==> src/rtl/msort_pkg.sv <==
// Shared types for the merge sorter: element word and the sort engine status.
// No dependencies; compile first.
package msort_pkg;

  // One element, two's complement
  typedef logic signed [31:0] word_t;

  // Status of the merge engine as seen by the top level
  typedef struct packed {
    logic busy;     // engine is priming or merging
    logic done;     // one-cycle pulse: sorted run is complete
    logic src_sel;  // store holding the current run: 0 primary, 1 merge
  } msort_status_t;

endpackage

==> src/rtl/msort_merge.sv <==
// Bottom-up merge engine: runs passes of width 1, 2, 4, ... between the two stores,
// one element written per cycle within a pass. Depends on msort_pkg; drives RAMs via the top.
module msort_merge import msort_pkg::*; #(
  parameter int MAX_ELEMENTS = 64,
  localparam int AW = $clog2(MAX_ELEMENTS),
  localparam int CW = $clog2(MAX_ELEMENTS + 1),
  localparam int WW = CW + 2
) (
  input  logic          clk_i,
  input  logic          rst_ni,
  input  logic          start_i,
  input  logic [CW-1:0] n_i,
  input  word_t         rdata_a_i,
  input  word_t         rdata_b_i,
  output logic [AW-1:0] raddr_a_o,
  output logic [AW-1:0] raddr_b_o,
  output logic          we_o,
  output logic [AW-1:0] waddr_o,
  output word_t         wdata_o,
  output msort_status_t status_o
);

  localparam logic [1:0] S_IDLE  = 2'd0;
  localparam logic [1:0] S_PRIME = 2'd1;
  localparam logic [1:0] S_MERGE = 2'd2;

  logic [1:0]    state_q, state_d;
  logic [CW-1:0] n_q, n_d;
  logic [WW-1:0] w_q, w_d;
  logic [CW-1:0] i_q, i_d, j_q, j_d, mid_q, mid_d, hi_q, hi_d, k_q, k_d;
  logic          src_sel_q, src_sel_d;
  logic          done_q, done_d;

  logic          a_ok, b_ok, take_a;
  logic [CW-1:0] i_nx, j_nx, k_nx;
  logic [WW-1:0] w2;
  logic [CW-1:0] blk_mid, blk_hi, pass_mid, pass_hi;

  // Clip a bound to the run length
  function automatic logic [CW-1:0] clip(input logic [WW-1:0] x, input logic [CW-1:0] n);
    clip = (x > WW'(n)) ? n : x[CW-1:0];
  endfunction

  // Pick the smaller head; ties go to the left half to keep the sort stable
  assign a_ok   = i_q < mid_q;
  assign b_ok   = j_q < hi_q;
  assign take_a = a_ok && (!b_ok || (rdata_a_i <= rdata_b_i));
  assign i_nx   = i_q + CW'(take_a);
  assign j_nx   = j_q + CW'(!take_a);
  assign k_nx   = k_q + CW'(1);

  // Bounds of the next block in this pass, and of the first block of the next pass
  assign w2       = w_q << 1;
  assign blk_mid  = clip(WW'(hi_q) + w_q, n_q);
  assign blk_hi   = clip(WW'(hi_q) + w2, n_q);
  assign pass_mid = clip(w2, n_q);
  assign pass_hi  = clip(w2 << 1, n_q);

  always_comb begin
    state_d   = state_q;
    n_d       = n_q;
    w_d       = w_q;
    i_d       = i_q;
    j_d       = j_q;
    mid_d     = mid_q;
    hi_d      = hi_q;
    k_d       = k_q;
    src_sel_d = src_sel_q;
    done_d    = 1'b0;
    we_o      = 1'b0;
    wdata_o   = take_a ? rdata_a_i : rdata_b_i;

    unique case (state_q)
      S_IDLE: begin
        if (start_i) begin
          n_d       = n_i;
          src_sel_d = 1'b0;
          w_d       = WW'(1);
          i_d       = '0;
          mid_d     = clip(WW'(1), n_i);
          hi_d      = clip(WW'(2), n_i);
          j_d       = clip(WW'(1), n_i);
          k_d       = '0;
          // A single element is already sorted
          if (n_i < CW'(2)) begin
            done_d = 1'b1;
          end else begin
            state_d = S_PRIME;
          end
        end
      end
      S_PRIME: begin
        state_d = S_MERGE;
      end
      S_MERGE: begin
        we_o = 1'b1;
        if (k_nx == hi_q) begin
          if (hi_q == n_q) begin
            // End of pass: swap stores, then finish or start the next width
            src_sel_d = !src_sel_q;
            if (w2 >= WW'(n_q)) begin
              state_d = S_IDLE;
              done_d  = 1'b1;
            end else begin
              state_d = S_PRIME;
              w_d     = w2;
              i_d     = '0;
              mid_d   = pass_mid;
              hi_d    = pass_hi;
              j_d     = pass_mid;
              k_d     = '0;
            end
          end else begin
            // Advance to the next block pair without a bubble
            i_d   = hi_q;
            j_d   = blk_mid;
            mid_d = blk_mid;
            hi_d  = blk_hi;
            k_d   = k_nx;
          end
        end else begin
          i_d = i_nx;
          j_d = j_nx;
          k_d = k_nx;
        end
      end
      default: begin
        state_d = S_IDLE;
      end
    endcase
  end

  // Reads fetch the heads needed in the next cycle
  assign raddr_a_o = (state_q == S_MERGE) ? i_d[AW-1:0] : i_q[AW-1:0];
  assign raddr_b_o = (state_q == S_MERGE) ? j_d[AW-1:0] : j_q[AW-1:0];
  assign waddr_o   = k_q[AW-1:0];

  assign status_o.busy    = state_q != S_IDLE;
  assign status_o.done    = done_q;
  assign status_o.src_sel = src_sel_q;

  always_ff @(posedge clk_i or negedge rst_ni) begin
    if (!rst_ni) begin
      state_q   <= S_IDLE;
      src_sel_q <= 1'b0;
      done_q    <= 1'b0;
    end else begin
      state_q   <= state_d;
      src_sel_q <= src_sel_d;
      done_q    <= done_d;
    end
  end

  // Pass bookkeeping
  always_ff @(posedge clk_i) begin
    n_q   <= n_d;
    w_q   <= w_d;
    i_q   <= i_d;
    j_q   <= j_d;
    mid_q <= mid_d;
    hi_q  <= hi_d;
    k_q   <= k_d;
  end

endmodule

==> config.mk <==
export PLATFORM = sky130hd
export DESIGN_NAME = msort_merge
export DESIGN_NICKNAME = d
export VERILOG_FILES = /design/src/rtl/msort_pkg.sv /design/src/rtl/msort_merge.sv
export SDC_FILE = /design/constraint.sdc
export NUM_CORES = 1
export LEC_CHECK = 0
export BUFFER_PORTS_ARGS = -buffer_cell sky130_fd_sc_hd__clkbuf_2
export CAP_MARGIN = 5
export CORE_MARGIN = 2
export CORE_UTILIZATION = 60
export CTS_CLUSTER_DIAMETER = 100
export CTS_CLUSTER_SIZE = 20
export DETAILED_ROUTE_END_ITERATION = 10
export GPL_TIMING_DRIVEN = 1
export PLACE_DENSITY_LB_ADDON = 0.1
export SLEW_MARGIN = 10
export SYNTH_ARGS = -nofsm -noshare
export SYNTH_HDL_FRONTEND = slang
export SYNTH_SLANG_ARGS = --single-unit
export TNS_END_PERCENT = 50
==> constraint.sdc <==
create_clock -name clk_i -period 10.47 [get_ports clk_i]
set_clock_uncertainty 0.1 [all_clocks]
set_input_delay 2.6175 -clock clk_i [delete_from_list [all_inputs] [get_ports clk_i]]
set_output_delay 2.6175 -clock clk_i [all_outputs]
set_load 0.005 [all_outputs]
==> results <==
- Buffers placed on the I/O ports in this run total 127.
- The effective utilization at floorplan is 61.92%.
- The static leakage power is between 3 and 4 nW.
- At the end of routability-driven placement, the weighted congestion stood at about 1.
- The CTS tree is yes.
- Global routing used a little over half of the available met2 tracks.
- The most frequently used cell type in the post-synthesis netlist is sky130_fd_sc_hd__ha_1.
- The run finished with clean final reports.
- The type of element launching the critical path is an input pin.
- The cell family with the largest share of critical-path delay is simple AND/OR/NAND/NOR gates.
- The total count of max-transition violations in the final report is 0.
- Clock tree synthesis inserted a total of 5 buffers.
- The count of distinct cell types in the synthesized netlist is 70.
- The min-delay analysis places its worst path in the category reg -> reg.
- The count of instances resized after the clock tree is built is 0.
- The total via count after detailed routing is between 5000 and 6000.
- The number of placed I/O pins is 128.
- The routed wire length is 17000 um.
- The clock latency of the later-clocked register in the worst-skew pair is approximately 330 ps.
- The main flop type after synthesis is sky130_fd_sc_hd__edfxtp_1.
- The number of routed nets with antenna violations is 0.
- The die outline height is roughly 100 um.
- Setup violations remaining at the end of the flow were counted as 0.
- The cell repeated most along the worst path is sky130_fd_sc_hd__ha_1.
- The die covers approximately 11000 sq um.
- The final design utilization is between 60% and 70%.
- met2 is the most crowded layer.
- The startpoint identified for the worst hold timing path is i_q[0]$_DFF_P_.
- The antenna diode instance count is 0.
- The met3 track demand over resource is just under 5%.
- The worst supply voltage drop on vdd is 0.2225 mV.
- The total clock sinks is between 50 and 60.
- Timing would allow up to between 100 and 150 MHz.
- Summing every instance area after synthesis gives 6052 sq um.
- Setup repair after global routing left no endpoint under its margin.
- The global-route usage over all layers is 30.96%.
- The largest single stage delay on the critical path is 570 ps.
- Along the worst path, the maximum fanout reaches 3.
- Counting both buffers and inverters, the worst setup path holds a total of 3.
- The sequential cells in the finished layout cover a total of 1511 sq um.
- Post-CTS timing repair inserted 0 buffers for setup.
- In the final layout, the multi-input gates occupy about 4100 sq um.
- The floorplan has 36 rows.
- The wire length per cell after detailed routing is 18.28 um.
- The critical register-to-register path endpoint is j_q[6]$_DFFE_PP_.
- The global route total overflow is 0.
- In the routed design, unresolved DRC markers number 0.
- The tool flagged a number of max-cap violations equal to 0.
- In the post-synthesis netlist, the biggest area contributors are sky130_fd_sc_hd__edfxtp_1 (19%), sky130_fd_sc_hd__ha_1 (18%), sky130_fd_sc_hd__mux2_2 (6.0%).
- The logic depth of the worst setup path including buffers is 16.
- STA classifies the critical path endpoint as an output port.
- The post-detailed-route via-to-cell ratio is around 6.3.
- The worst register-to-register path begins at w_q[0]$_SDFFCE_PN1P_.
- Counting flops with a built-in enable in the synthesized netlist gives 39.
- Counting every instance in the synthesized netlist gives 688.
- The clock root buffer is sky130_fd_sc_hd__clkbuf_8.
- The final number of hold-violating endpoints is 0.
- In the synthesized netlist, the cells that appear most often are sky130_fd_sc_hd__ha_1 (87), sky130_fd_sc_hd__inv_1 (65), sky130_fd_sc_hd__nand2_1 (48).
- The critical path is of the in -> out type.
- For the worst setup path, the data arrival time is 5610 ps.
- Walking the worst path, the cells encountered are clkbuf_2 > inv_1 > ha_1 > nand4_1 > or4_1 > a21oi_1 > o31a_1 > o31ai_1 > o21ai_4 > ha_1 > ha_1 > nand3_1 > and2_1 > a221oi_1 > o31ai_1 > clkbuf_2.
- The worst hold path terminates at i_q[0]$_DFF_P_.
- Hold timing on the final database bottoms out at a slack of ~470 ps.
- The largest total area in the synthesized netlist belongs to sky130_fd_sc_hd__edfxtp_1.
- The total nets after synthesis is 851.
- Summing all placed instances gives a cell area of 6736 sq um.
- After routing the design area is between 6000 and 7000 sq um.
- The global-route wire length before repair is around 27000 um.
- Power comes to approximately 0.0018 W.
- The number of nets in the final layout is ~960.
- The synthesized area per cell is around 8.8 sq um.
- The area growth from synthesis to layout is 12.90%.
- The share of layout cells above drive strength 1 is roughly 24%.
- The width of the chip is roughly 100 um.
- The minimum clock period is 8330 ps.
- Along the worst hold path, the cell count comes to 1.
- Entering global routing, the biggest net connects 41 pins.
- The final critical path takes up approximately four fifths of the cycle.
- The synthesis warning total is 0.
- Across all register-to-register paths, the minimum setup slack is between 5000 and 6000 ps.
- The CTS clock-pin slew for the worst setup and hold paths is 110 ps.
- The count of routing violations after the opening detailed-route iteration is a little over 600.
- The clock passes through at most 2 buffers.
- The first-pass iteration count of the detailed router is 5.
- The pin slew with the least headroom to its limit is between 1000 and 1500 ps.
- The highest-delay cell along the critical path is sky130_fd_sc_hd__or4_1.
- The number of global-route vias before repair came to 5519.
- The half-perimeter wire length of the detailed placement result is roughly 13000 um.
- The worst endpoint required time is about 7800 ps.
- The number of cells on the worst reg-to-reg path is 15.
- The number of fill cells in the layout is 807.
- The number of synthesized register bits is between 50 and 60.
- The setup TNS is 0 ps.
- In this run, post-CTS hold repair placed 0 buffers.
- The proportion of netlist area held by the largest area contributor is between 10% and 20%.
- The normalized max-slew margin is a little under a third.
- The initial antenna violation count is 0.
- The async set-reset flop share out of synthesis is between 7 and 8%.
- The core region is ~10000 sq um.
- The met1 layer usage reported by global route is about two fifths.
- The H-tree depth is 2.
- The part of the Yosys area used for sequential elements is 24.97%.
- Power spread over the standard cell area amounts to 257.9 nW/um^2.
logic make-up (layout without fill, tap and decap cells):
logic type	count (synthesis)	after routing	share of synthesized area (%)
XOR/XNOR	28	28	4.734
AND/OR/NAND/NOR	192	192	16.77
flip-flops	55	55	24.97
multiplexers	33	33	6.120
adder cells (fa/ha/maj)	89	89	18.65
AO/OA/AOI/OAI	194	194	21.98
buffers and inverters	97	206	6.781
worst reg2reg max path, stage by stage, from the launching register on:
cell	delay, ps
sky130_fd_sc_hd__edfxtp_1	610
sky130_fd_sc_hd__ha_1	280
sky130_fd_sc_hd__inv_1	70
sky130_fd_sc_hd__fa_1	410
sky130_fd_sc_hd__nor2b_1	220
sky130_fd_sc_hd__o31a_1	210
sky130_fd_sc_hd__or3_1	130
sky130_fd_sc_hd__o2111ai_1	180
sky130_fd_sc_hd__ha_1	370
sky130_fd_sc_hd__a211o_1	260
sky130_fd_sc_hd__a21oi_1	120
sky130_fd_sc_hd__a31oi_1	140
sky130_fd_sc_hd__a21oi_1	470
sky130_fd_sc_hd__nand3_1	410
sky130_fd_sc_hd__a311oi_1	460
sky130_fd_sc_hd__o32ai_1	160
registers in the layout, summed over array words and instances (netlist names):
| name | count |
|---|---|
| k_q | 7 |
| mid_q | 7 |
| j_q | 7 |
| done_q | 1 |
| n_q | 7 |
| hi_q | 7 |
| i_q | 7 |
| state_q | 2 |
| src_sel_q | 1 |
| w_q | 9 |
where the power goes:
group / total (W) / switching [W] / leakage (nW) / internal, W
Sequential: 0.000445 / 0.000113 / 0.528 / 0.000332
Combinational: 0.00119 / 0.000666 / 2.64 / 0.000520
Clock: 0.000132 / 0.0000824 / 0.0463 / 0.0000494
Total: 0.00176 / 0.000861 / 3.21 / 0.000901
per-layer routing:
| layer | part of all wire [%] | up-vias |
|---|---|---|
| met2 | 49 | 292 |
| met3 | 8.8 | 41 |
| met5 | 0 | - |
| met1 | 40 | 2740 |
| li1 | - | 2802 |
| met4 | 2.6 | 0 |
placed cells by master (no fill, tap or decap), types with 9 or more instances in the layout:
cell and n:
sky130_fd_sc_hd__a211oi_1 13, sky130_fd_sc_hd__clkbuf_2 127, sky130_fd_sc_hd__nor3_1 10, sky130_fd_sc_hd__dfxtp_1 12, sky130_fd_sc_hd__a21oi_1 44, sky130_fd_sc_hd__and2_1 9, sky130_fd_sc_hd__edfxtp_1 39, sky130_fd_sc_hd__a31oi_1 13
sky130_fd_sc_hd__nand3_1 28, sky130_fd_sc_hd__o21ai_0 29, sky130_fd_sc_hd__nor2_1 31, sky130_fd_sc_hd__nand4_1 13, sky130_fd_sc_hd__nand2_1 48, sky130_fd_sc_hd__mux2_2 32, sky130_fd_sc_hd__a21o_1 12, sky130_fd_sc_hd__ha_1 87
sky130_fd_sc_hd__xnor2_1 20, sky130_fd_sc_hd__inv_1 65, sky130_fd_sc_hd__o211ai_1 9
cell type report:
cell class              count  share of cell area (%)
clock buffers               5                   1.007
clock inverters             3                  0.4029
inverters                  66                   3.626
multi-input cells         536                   60.56
flip-flops and latches     55                   22.12
well taps                 133                   2.435
repair buffers            132                   9.852
metrics by stage:
step / std cells / setup WS [ps]
after floorplan: 688 / 2340
after global placement: 922 / 2224
after detailed placement: 922 / 2172
after CTS: 930 / 2150
after global routing: 930 / 1835
final: 930 / 2140
worst max path at each step:
| stage | startpoint | end | slack [ps] |
|---|---|---|---|
| after global routing | rdata_b_i[14] | raddr_b_o[4] | 1830 |
| final | rdata_b_i[14] | raddr_b_o[4] | 2140 |
| after floorplan | rdata_b_i[14] | raddr_b_o[5] | 2340 |
| after CTS | rdata_b_i[14] | raddr_b_o[4] | 2150 |
| after global placement | rdata_b_i[14] | raddr_b_o[4] | 2220 |
| after detailed placement | rdata_b_i[14] | raddr_b_o[4] | 2170 |
Note: power is estimated with default switching activity, not from simulation.
